[config.mk]
export PLATFORM = sky130hd
export DESIGN_NAME = odometry_distance_accumulator_core_flat
export DESIGN_NICKNAME = d
export VERILOG_FILES = /design/src/sv/odo_pkg.sv /design/src/sv/odo_in_if.sv /design/src/sv/odo_out_if.sv /design/src/sv/odometry_distance_accumulator_core.sv /design/src/flat_wrapper.sv
export SDC_FILE = /design/constraint.sdc
export NUM_CORES = 2
export LEC_CHECK = 0
export BUFFER_PORTS_ARGS = -buffer_cell sky130_fd_sc_hd__buf_2
export CORE_ASPECT_RATIO = 0.5
export CORE_MARGIN = 5
export CORE_UTILIZATION = 25
export DETAILED_ROUTE_END_ITERATION = 8
export SYNTH_ARGS = -nofsm -noshare
export SYNTH_HDL_FRONTEND = slang
export SYNTH_SLANG_ARGS = --single-unit
export TNS_END_PERCENT = 50
[constraint.sdc]
create_clock -name i_clk -period 26.7 [get_ports i_clk]
set_clock_uncertainty 0.05 [all_clocks]
set_input_delay 2.67 -clock i_clk [delete_from_list [all_inputs] [get_ports i_clk]]
set_output_delay 2.67 -clock i_clk [all_outputs]
set_load 0.05 [all_outputs]
[src/sv/odo_pkg.sv]
// Shared types and constants for the path-length odometer.
// No dependencies; compiled first.
`default_nettype none

package odo_pkg;

    // Sequencer states
    typedef enum logic [2:0] {
        ST_IDLE,
        ST_REST,
        ST_DIFF,
        ST_SQX,
        ST_SQY,
        ST_SUM,
        ST_ROOT,
        ST_ACC
    } t_odo_state;

    // Input beat selector codes
    localparam logic FUNC_SAMPLE  = 1'b0;
    localparam logic FUNC_RESTORE = 1'b1;

    // Fixed payload widths
    localparam int unsigned MILE_IO_W = 48;
    localparam int unsigned STEP_W    = 25;
    localparam logic [STEP_W-1:0] STEP_MAX = {STEP_W{1'b1}};

    // Register port
    localparam int unsigned ADDR_W = 3;
    localparam int unsigned DATA_W = 32;
    localparam int unsigned SI_W   = 16;
    localparam logic [0:0] REG_SAVE_PERIOD = 1'b0;
    localparam logic [SI_W-1:0] SAVE_PERIOD_RST = 16'd500;

endpackage

`default_nettype wire

[src/sv/odo_in_if.sv]
// Input channel: position sample or mileage restore beat.
// Depends on odo_pkg for the restore field width.
`default_nettype none

interface odo_in_if #(
    parameter int POS_WIDTH = 24
);
    logic                           valid;
    logic                           ready;
    logic                           func;
    logic signed [POS_WIDTH-1:0]    pos_x;
    logic signed [POS_WIDTH-1:0]    pos_y;
    logic [odo_pkg::MILE_IO_W-1:0]  restored_mileage;

    modport source (output valid, func, pos_x, pos_y, restored_mileage, input ready);
    modport sink   (input valid, func, pos_x, pos_y, restored_mileage, output ready);
endinterface

`default_nettype wire

[src/sv/odo_out_if.sv]
// Result channel: running total, step distance, save request.
// Depends on odo_pkg for field widths.
`default_nettype none

interface odo_out_if;
    logic                           valid;
    logic                           ready;
    logic [odo_pkg::MILE_IO_W-1:0]  total_mileage;
    logic [odo_pkg::STEP_W-1:0]     step_distance;
    logic                           save_request;

    modport source (output valid, total_mileage, step_distance, save_request, input ready);
    modport sink   (input valid, total_mileage, step_distance, save_request, output ready);
endinterface

`default_nettype wire

[src/sv/odometry_distance_accumulator_core.sv]
// Path-length odometer top level: sequencer, shared squarer, bit-serial root.
// Depends on odo_pkg, odo_in_if and odo_out_if.
`default_nettype none

// Accumulates the floor Euclidean distance between consecutive position
// samples into a saturating mileage total. The first sample after reset is
// only latched. Every later sample is accepted in IDLE, then passes DIFF, two
// squarings on the single shared multiplier, a sum step, the restoring square
// root (one root bit per cycle) and an accumulate step; no new beat is taken
// until the sequencer is back in IDLE. A restore beat passes through REST;
// a first sample stays in IDLE. The result sits in an output register, so a
// new beat is taken while an earlier result still waits; the accumulate
// state holds only if a second result would overwrite an untaken one.
// The save period (steps between save requests) is the only register, at
// byte address 0 (reset 500, zero acts as one).
module odometry_distance_accumulator_core #(
    parameter int POS_WIDTH     = 24,
    parameter int MILEAGE_WIDTH = 48
) (
    input  wire logic                       i_clk,
    input  wire logic                       i_rst_n,
    odo_in_if.sink                          i_in,
    odo_out_if.source                       o_out,
    input  wire logic                       psel,
    input  wire logic                       penable,
    input  wire logic                       pwrite,
    input  wire logic [odo_pkg::ADDR_W-1:0] paddr,
    input  wire logic [odo_pkg::DATA_W-1:0] pwdata,
    output logic      [odo_pkg::DATA_W-1:0] prdata,
    output logic                            pready
);

    localparam int PW1 = POS_WIDTH + 1;           // |dx| width
    localparam int RB  = POS_WIDTH + 2;           // root bits
    localparam int RW  = 2 * RB;                  // radicand width
    localparam int CW  = $clog2(RB);
    localparam int MW  = MILEAGE_WIDTH;
    localparam int AW  = ((MW > RB) ? MW : RB) + 1;
    localparam int DW  = (RB > odo_pkg::STEP_W) ? RB : odo_pkg::STEP_W;
    localparam logic [MW-1:0] MILE_MAX = {MW{1'b1}};

    // ---------------- register port ----------------
    logic [odo_pkg::SI_W-1:0] r_save_period;
    logic                     s_reg_hit;

    assign pready    = 1'b1;
    assign s_reg_hit = (paddr[odo_pkg::ADDR_W-1:2] == odo_pkg::REG_SAVE_PERIOD);
    assign prdata    = s_reg_hit ? odo_pkg::DATA_W'(r_save_period) : '0;

    always_ff @(posedge i_clk) begin
        if (!i_rst_n) begin
            r_save_period <= odo_pkg::SAVE_PERIOD_RST;
        end else if (psel && penable && pwrite && pready && s_reg_hit) begin
            r_save_period <= pwdata[odo_pkg::SI_W-1:0];
        end
    end

    // ---------------- state ----------------
    odo_pkg::t_odo_state r_state, n_state;

    logic                           r_have_prev;
    logic [odo_pkg::SI_W-1:0]       r_save_cnt;
    logic [MW-1:0]                  r_total;
    logic                           r_out_valid;

    // beat latches and working registers (payload, no reset)
    logic [POS_WIDTH-1:0]           r_x, r_y, r_prev_x, r_prev_y;
    logic [odo_pkg::MILE_IO_W-1:0]  r_restore;
    logic [PW1-1:0]                 r_ax, r_ay;
    logic [2*PW1-1:0]               r_prod;
    logic [RW-1:0]                  r_rad;
    logic [RB:0]                    r_rem;
    logic [RB-1:0]                  r_root;
    logic [CW-1:0]                  r_cnt;
    logic [odo_pkg::MILE_IO_W-1:0]  r_out_total;
    logic [odo_pkg::STEP_W-1:0]     r_out_step;
    logic                           r_out_req;

    // sequencer outputs
    logic s_in_ready;
    logic s_in_acc;
    logic s_emit;
    logic s_mul_y;

    // ---------------- next state ----------------
    always_comb begin
        n_state = r_state;
        unique case (r_state)
            odo_pkg::ST_IDLE: begin
                if (s_in_acc) begin
                    if (i_in.func == odo_pkg::FUNC_RESTORE) begin
                        n_state = odo_pkg::ST_REST;
                    end else if (r_have_prev) begin
                        n_state = odo_pkg::ST_DIFF;
                    end
                end
            end
            odo_pkg::ST_REST: n_state = odo_pkg::ST_IDLE;
            odo_pkg::ST_DIFF: n_state = odo_pkg::ST_SQX;
            odo_pkg::ST_SQX:  n_state = odo_pkg::ST_SQY;
            odo_pkg::ST_SQY:  n_state = odo_pkg::ST_SUM;
            odo_pkg::ST_SUM:  n_state = odo_pkg::ST_ROOT;
            odo_pkg::ST_ROOT: begin
                if (r_cnt == '0) begin
                    n_state = odo_pkg::ST_ACC;
                end
            end
            odo_pkg::ST_ACC: begin
                if (s_emit) begin
                    n_state = odo_pkg::ST_IDLE;
                end
            end
            default: n_state = odo_pkg::ST_IDLE;
        endcase
    end

    // ---------------- sequencer outputs ----------------
    always_comb begin
        s_in_ready = 1'b0;
        s_emit     = 1'b0;
        s_mul_y    = 1'b0;
        unique case (r_state)
            odo_pkg::ST_IDLE: s_in_ready = 1'b1;
            odo_pkg::ST_SQY:  s_mul_y    = 1'b1;
            odo_pkg::ST_ACC:  s_emit     = !r_out_valid || o_out.ready;
            default: ;
        endcase
    end

    assign i_in.ready = s_in_ready;
    assign s_in_acc   = i_in.valid && s_in_ready;

    // ---------------- datapath ----------------
    // difference and magnitude
    logic signed [PW1-1:0] s_dx, s_dy;
    assign s_dx = $signed({r_x[POS_WIDTH-1], r_x}) - $signed({r_prev_x[POS_WIDTH-1], r_prev_x});
    assign s_dy = $signed({r_y[POS_WIDTH-1], r_y}) - $signed({r_prev_y[POS_WIDTH-1], r_prev_y});

    // shared squarer
    logic [PW1-1:0]   s_mop;
    logic [2*PW1-1:0] s_prod;
    assign s_mop  = s_mul_y ? r_ay : r_ax;
    assign s_prod = s_mop * s_mop;

    // one restoring square-root step
    logic [RB+2:0] s_rem_sh, s_trial, s_rem_nx;
    logic          s_ge;
    assign s_rem_sh = {r_rem, r_rad[RW-1 -: 2]};
    assign s_trial  = (RB+3)'({r_root, 2'b01});
    assign s_ge     = (s_rem_sh >= s_trial);
    assign s_rem_nx = s_ge ? (s_rem_sh - s_trial) : s_rem_sh;

    // saturating accumulate
    logic [AW-1:0] s_sum;
    logic [MW-1:0] s_total_nx;
    assign s_sum      = AW'(r_total) + AW'(r_root);
    assign s_total_nx = (s_sum[AW-1:MW] != '0) ? MILE_MAX : s_sum[MW-1:0];

    // step field clamps only for wide positions
    logic [DW-1:0]              s_dist_w;
    logic [odo_pkg::STEP_W-1:0] s_step;
    assign s_dist_w = DW'(r_root);
    assign s_step   = (s_dist_w > DW'(odo_pkg::STEP_MAX)) ? odo_pkg::STEP_MAX
                                                          : s_dist_w[odo_pkg::STEP_W-1:0];

    // save pacing; zero period acts as one
    logic [odo_pkg::SI_W-1:0] s_intv;
    logic                     s_req;
    assign s_intv = (r_save_period == '0) ? odo_pkg::SI_W'(1) : r_save_period;
    assign s_req  = (r_save_cnt >= s_intv);

    // restore value, low MILEAGE_WIDTH bits
    logic [MW-1:0] s_rest_v;
    assign s_rest_v = MW'(r_restore);

    // control registers
    always_ff @(posedge i_clk) begin
        if (!i_rst_n) begin
            r_state     <= odo_pkg::ST_IDLE;
            r_have_prev <= 1'b0;
            r_save_cnt  <= odo_pkg::SI_W'(1);
            r_total     <= '0;
            r_out_valid <= 1'b0;
        end else begin
            r_state <= n_state;
            if (s_in_acc && i_in.func == odo_pkg::FUNC_SAMPLE) begin
                r_have_prev <= 1'b1;
            end
            if (r_state == odo_pkg::ST_REST && s_rest_v > r_total) begin
                r_total <= s_rest_v;
            end
            if (s_emit) begin
                r_total     <= s_total_nx;
                r_save_cnt  <= s_req ? odo_pkg::SI_W'(1) : r_save_cnt + 1'b1;
                r_out_valid <= 1'b1;
            end else if (o_out.ready) begin
                r_out_valid <= 1'b0;
            end
        end
    end

    // payload and working registers
    always_ff @(posedge i_clk) begin
        if (s_in_acc) begin
            r_x       <= i_in.pos_x;
            r_y       <= i_in.pos_y;
            r_restore <= i_in.restored_mileage;
            // first sample only seeds the previous position
            if (i_in.func == odo_pkg::FUNC_SAMPLE && !r_have_prev) begin
                r_prev_x <= i_in.pos_x;
                r_prev_y <= i_in.pos_y;
            end
        end
        unique case (r_state)
            odo_pkg::ST_DIFF: begin
                r_ax     <= s_dx[PW1-1] ? PW1'(-s_dx) : PW1'(s_dx);
                r_ay     <= s_dy[PW1-1] ? PW1'(-s_dy) : PW1'(s_dy);
                r_prev_x <= r_x;
                r_prev_y <= r_y;
            end
            odo_pkg::ST_SQX: r_prod <= s_prod;
            odo_pkg::ST_SQY: begin
                r_rad  <= RW'(r_prod);
                r_prod <= s_prod;
            end
            odo_pkg::ST_SUM: begin
                r_rad  <= r_rad + RW'(r_prod);
                r_rem  <= '0;
                r_root <= '0;
                r_cnt  <= CW'(RB - 1);
            end
            odo_pkg::ST_ROOT: begin
                r_rem  <= s_rem_nx[RB:0];
                r_root <= {r_root[RB-2:0], s_ge};
                r_rad  <= r_rad << 2;
                r_cnt  <= r_cnt - 1'b1;
            end
            odo_pkg::ST_ACC: begin
                if (s_emit) begin
                    r_out_total <= odo_pkg::MILE_IO_W'(s_total_nx);
                    r_out_step  <= s_step;
                    r_out_req   <= s_req;
                end
            end
            default: ;
        endcase
    end

    assign o_out.valid         = r_out_valid;
    assign o_out.total_mileage = r_out_total;
    assign o_out.step_distance = r_out_step;
    assign o_out.save_request  = r_out_req;

endmodule

`default_nettype wire
[src/flat_wrapper.sv]
// flat-port wrapper written by rule: the top's interface ports become plain ports
module odometry_distance_accumulator_core_flat 
#(
    parameter int POS_WIDTH     = 24,
    parameter int MILEAGE_WIDTH = 48
)
  (i_clk, i_rst_n, psel, penable, pwrite, paddr, pwdata, prdata, pready, i_in_valid, i_in_func, i_in_pos_x, i_in_pos_y, i_in_restored_mileage, i_in_ready, o_out_valid, o_out_total_mileage, o_out_step_distance, o_out_save_request, o_out_ready);
  odo_in_if #(.POS_WIDTH(POS_WIDTH)) i_in_i ();
  odo_out_if o_out_i ();
  input  wire logic i_clk;
  input  wire logic i_rst_n;
  input  wire logic psel;
  input  wire logic penable;
  input  wire logic pwrite;
  input  wire logic [odo_pkg::ADDR_W-1:0] paddr;
  input  wire logic [odo_pkg::DATA_W-1:0] pwdata;
  output logic      [odo_pkg::DATA_W-1:0] prdata;
  output logic pready;
  input wire logic [$bits(i_in_i.valid)-1:0] i_in_valid;
  input wire logic [$bits(i_in_i.func)-1:0] i_in_func;
  input wire logic [$bits(i_in_i.pos_x)-1:0] i_in_pos_x;
  input wire logic [$bits(i_in_i.pos_y)-1:0] i_in_pos_y;
  input wire logic [$bits(i_in_i.restored_mileage)-1:0] i_in_restored_mileage;
  output wire logic [$bits(i_in_i.ready)-1:0] i_in_ready;
  output wire logic [$bits(o_out_i.valid)-1:0] o_out_valid;
  output wire logic [$bits(o_out_i.total_mileage)-1:0] o_out_total_mileage;
  output wire logic [$bits(o_out_i.step_distance)-1:0] o_out_step_distance;
  output wire logic [$bits(o_out_i.save_request)-1:0] o_out_save_request;
  input wire logic [$bits(o_out_i.ready)-1:0] o_out_ready;
  assign i_in_i.valid = i_in_valid;
  assign i_in_i.func = i_in_func;
  assign i_in_i.pos_x = i_in_pos_x;
  assign i_in_i.pos_y = i_in_pos_y;
  assign i_in_i.restored_mileage = i_in_restored_mileage;
  assign i_in_ready = i_in_i.ready;
  assign o_out_valid = o_out_i.valid;
  assign o_out_total_mileage = o_out_i.total_mileage;
  assign o_out_step_distance = o_out_i.step_distance;
  assign o_out_save_request = o_out_i.save_request;
  assign o_out_i.ready = o_out_ready;
  odometry_distance_accumulator_core #(.POS_WIDTH(POS_WIDTH), .MILEAGE_WIDTH(MILEAGE_WIDTH)) u_core (.i_clk(i_clk), .i_rst_n(i_rst_n), .i_in(i_in_i), .o_out(o_out_i), .psel(psel), .penable(penable), .pwrite(pwrite), .paddr(paddr), .pwdata(pwdata), .prdata(prdata), .pready(pready));
endmodule
==> reports/results.txt <==
Routed WL -> 127000 µm
Outcome -> finished, final reports clean
Syn Inst Count -> 4927
Total CTS buffers -> 53
Area contributors post-synth -> edfxtp_1, fa_1, ha_1
Final GP Congestion -> 0.929
Top-count cell post-synth -> inv_1
Pin count of the biggest net entering global routing -> 61
Async S/R FF share, synth -> 0%
Worst slew pin tran -> 1.10 ns
Post-CTS Hold Fix Bufs -> 0
Final period utilization -> 40.9%
1st-pass router iterations -> 5
Tmin final -> 10.93 ns
Cell repeated most along the worst path -> fa_1
Top cell type's share of synthesized area -> 26.7%
GRT Total Usage -> 12.4%
Clk buf depth -> 3
Critical-path top delay cell -> clkinv_1
CP Data Required Time -> 27.04 ns
Flops & latches, synth -> 512
IO Count -> 248
Fill cell count -> 20000
Worst-path maximum fanout -> 33
Clock Sinks -> 512
Yosys top cell by area -> edfxtp_1
DRC -> 0
1st-iter DRT viols -> 2449
Vias in the first global route -> 35600
Critical Path Start Type -> flip-flop
Syn Area/Cell -> 9.73 µm²
DRT antenna net count -> 0
Sequential share of the synthesized area -> 30.3%
Final hold violation count -> 0
Die width -> 629 µm
CTS Root Cell -> clkbuf_16
Fin. max-slew vios -> 0
RSZ-0062 raised after global routing -> no
Num rows -> 113
Setup violations, final -> 0
Post CTS Setup Buffer Count -> 0
CTS resizes -> 0
Via Count -> 35200
Grt ovf -> 0
Clock H-tree levels -> 2
Fmax -> 91.5 MHz
Die area -> 201000 µm²
Yosys warnings -> 0
TritonCTS clock tree -> yes
DR WL/cell -> 16.7 µm
Min-delay worst type -> reg -> reg
Most frequent cells after synthesis -> inv_1, fa_1, edfxtp_1
Port Buffers -> 212
Share of cells above drive strength 1 -> 8.99%
Synth cell types -> 93
Initial Util -> 25.2%
Total of max-cap violations -> 0
Peak per-stage delay on the critical path -> 0.79 ns
Critical path data arrival time -> 11.27 ns
Clock Pin Slew Worst Setup and Hold Paths -> 0.06 ns
Initial antenna violation count -> 9
Register-to-register setup slack -> 15.77 ns
Setup CP Type -> reg -> reg
TNS Setup -> 0 ns
First-pass GRT wire length -> 202000 µm
Later-pin clock latency in the skew report -> 0.64 ns
Post-synth EDFFs -> 427
Nets -> 6083
Via-to-Cell Ratio -> 4.61
Die height -> 320 µm
Core footprint -> 190000 µm²
Area Growth Syn to Fin -> 11.7%
Max-slew headroom -> 24.5%
Ys flop type -> edfxtp_1
Syn Std Cell Area -> 47900 µm²
Post-DP HPWL -> 98800 µm
Worst setup EP type -> flip-flop
## worst max-delay path, delay by kind of cell (launching register included)
family | cells | cell delay [ns]
AO/OA/AOI/OAI | 5 | 1.61
buffers and inverters | 11 | 3.04
AND/OR/NAND/NOR | 3 | 1.18
flip-flops | 1 | 0.31
multiplexers | 1 | 0.24
adder cells (fa/ha/maj) | 8 | 4.07
XOR/XNOR | 1 | 0.08
## layer usage
layer  track usage, %  share of wire, %  vias up
met5                0                 0        -
met4             3.52               2.8        0
met3             1.92               5.5      188
met2             21.0                47      890
met1             16.5                45    17300
li1                 -                 -    16900
## registers in the layout, indices dropped and copies added, names as in the netlist
name / flops
u_core.r_prod: 49
u_core.r_restore: 48
u_core.r_save_cnt: 16
u_core.r_ax: 25
u_core.r_state: 3
u_core.r_prev_y: 24
u_core.r_x: 24
u_core.o_out.valid: 1
u_core.r_total: 48
u_core.r_y: 24
u_core.o_out.step_distance: 25
u_core.r_ay: 25
u_core.o_out.save_request: 1
u_core.r_rad: 52
u_core.r_rem: 27
u_core.r_root: 26
u_core.r_save_period: 16
u_core.r_cnt: 5
u_core.r_prev_x: 24
u_core.o_out.total_mileage: 48
u_core.r_have_prev: 1
## layout by cell type, fill, tap and decap left out, types with 18 or more instances in the layout
cell,n
nor2_1,385
mux2i_1,37
edfxtp_1,427
nand3_1,69
o21ai_0,179
nand2_1,404
a21o_1,112
a21oi_1,287
and3_1,27
a211oi_1,25
dfxtp_1,85
o31ai_1,18
o21a_1,24
a31oi_1,36
buf_4,43
xnor2_1,162
nand2b_1,34
o21bai_1,26
nor3_1,69
nand4_1,42
xor2_1,86
a22oi_1,71
clkbuf_16,55
ha_1,399
nor2b_1,21
fa_1,478
buf_2,212
inv_1,861
mux2_2,65
o211ai_1,19
## worst paths after layout
check             depth (start not counted)                             startpoint                                    end
setup / recovery                         29         u_core.r_state[2]$_SDFFE_PN0P_            u_core.r_prod[45]$_DFFE_PP_
hold / removal                            2  u_core.r_save_period[13]$_SDFFE_PN0P_  u_core.r_save_period[13]$_SDFFE_PN0P_
setup reg to reg                         29         u_core.r_state[2]$_SDFFE_PN0P_            u_core.r_prod[45]$_DFFE_PP_
hold reg to reg                           2  u_core.r_save_period[13]$_SDFFE_PN0P_  u_core.r_save_period[13]$_SDFFE_PN0P_
## logic make-up after synthesis
kind of cell / Yosys count / synth area share, %
other cells: 2 / 0.0157
simple gates: 1152 / 10.8
compound gates: 974 / 13.2
buf+inv: 1057 / 8.45
xor+xnor: 248 / 4.53
fa+ha+maj: 877 / 30.4
mux: 105 / 2.36
flops: 512 / 30.3
## stage by stage
step | setup slack [ns] | hold WS [ns] | std cells | area [µm²] | util [%]
finish | 15.77 | 0.428 | 7642 | 53600 | 28.1
global route | 15.23 | 0.453 | 7640 | 53600 | 28.1
CTS | 15.82 | 0.426 | 7638 | 53500 | 28.1
detailed placement | 15.85 | 0.417 | 7542 | 51800 | 27.2
global placement | 15.90 | 0.413 | 7542 | 51800 | 27.2
floorplan | 17.96 | 0.395 | 4942 | 48000 | -
## area by class of cell
class / count / area [µm²] / share of cell area [%]
diodes: 4 / 10.0 / 0.0187
clock buffers: 62 / 1430 / 2.67
clock inverters: 34 / 283 / 0.528
inverters: 872 / 3280 / 6.12
multi-input cells: 3373 / 29500 / 55.0
flip-flops and latches: 512 / 14500 / 27.1
well taps: 2530 / 3170 / 5.91
repair buffers: 255 / 1380 / 2.58
Power is left out: the tool's default activity adds up to more than one toggle a clock period on the data nets, which glitch-free logic cannot reach.
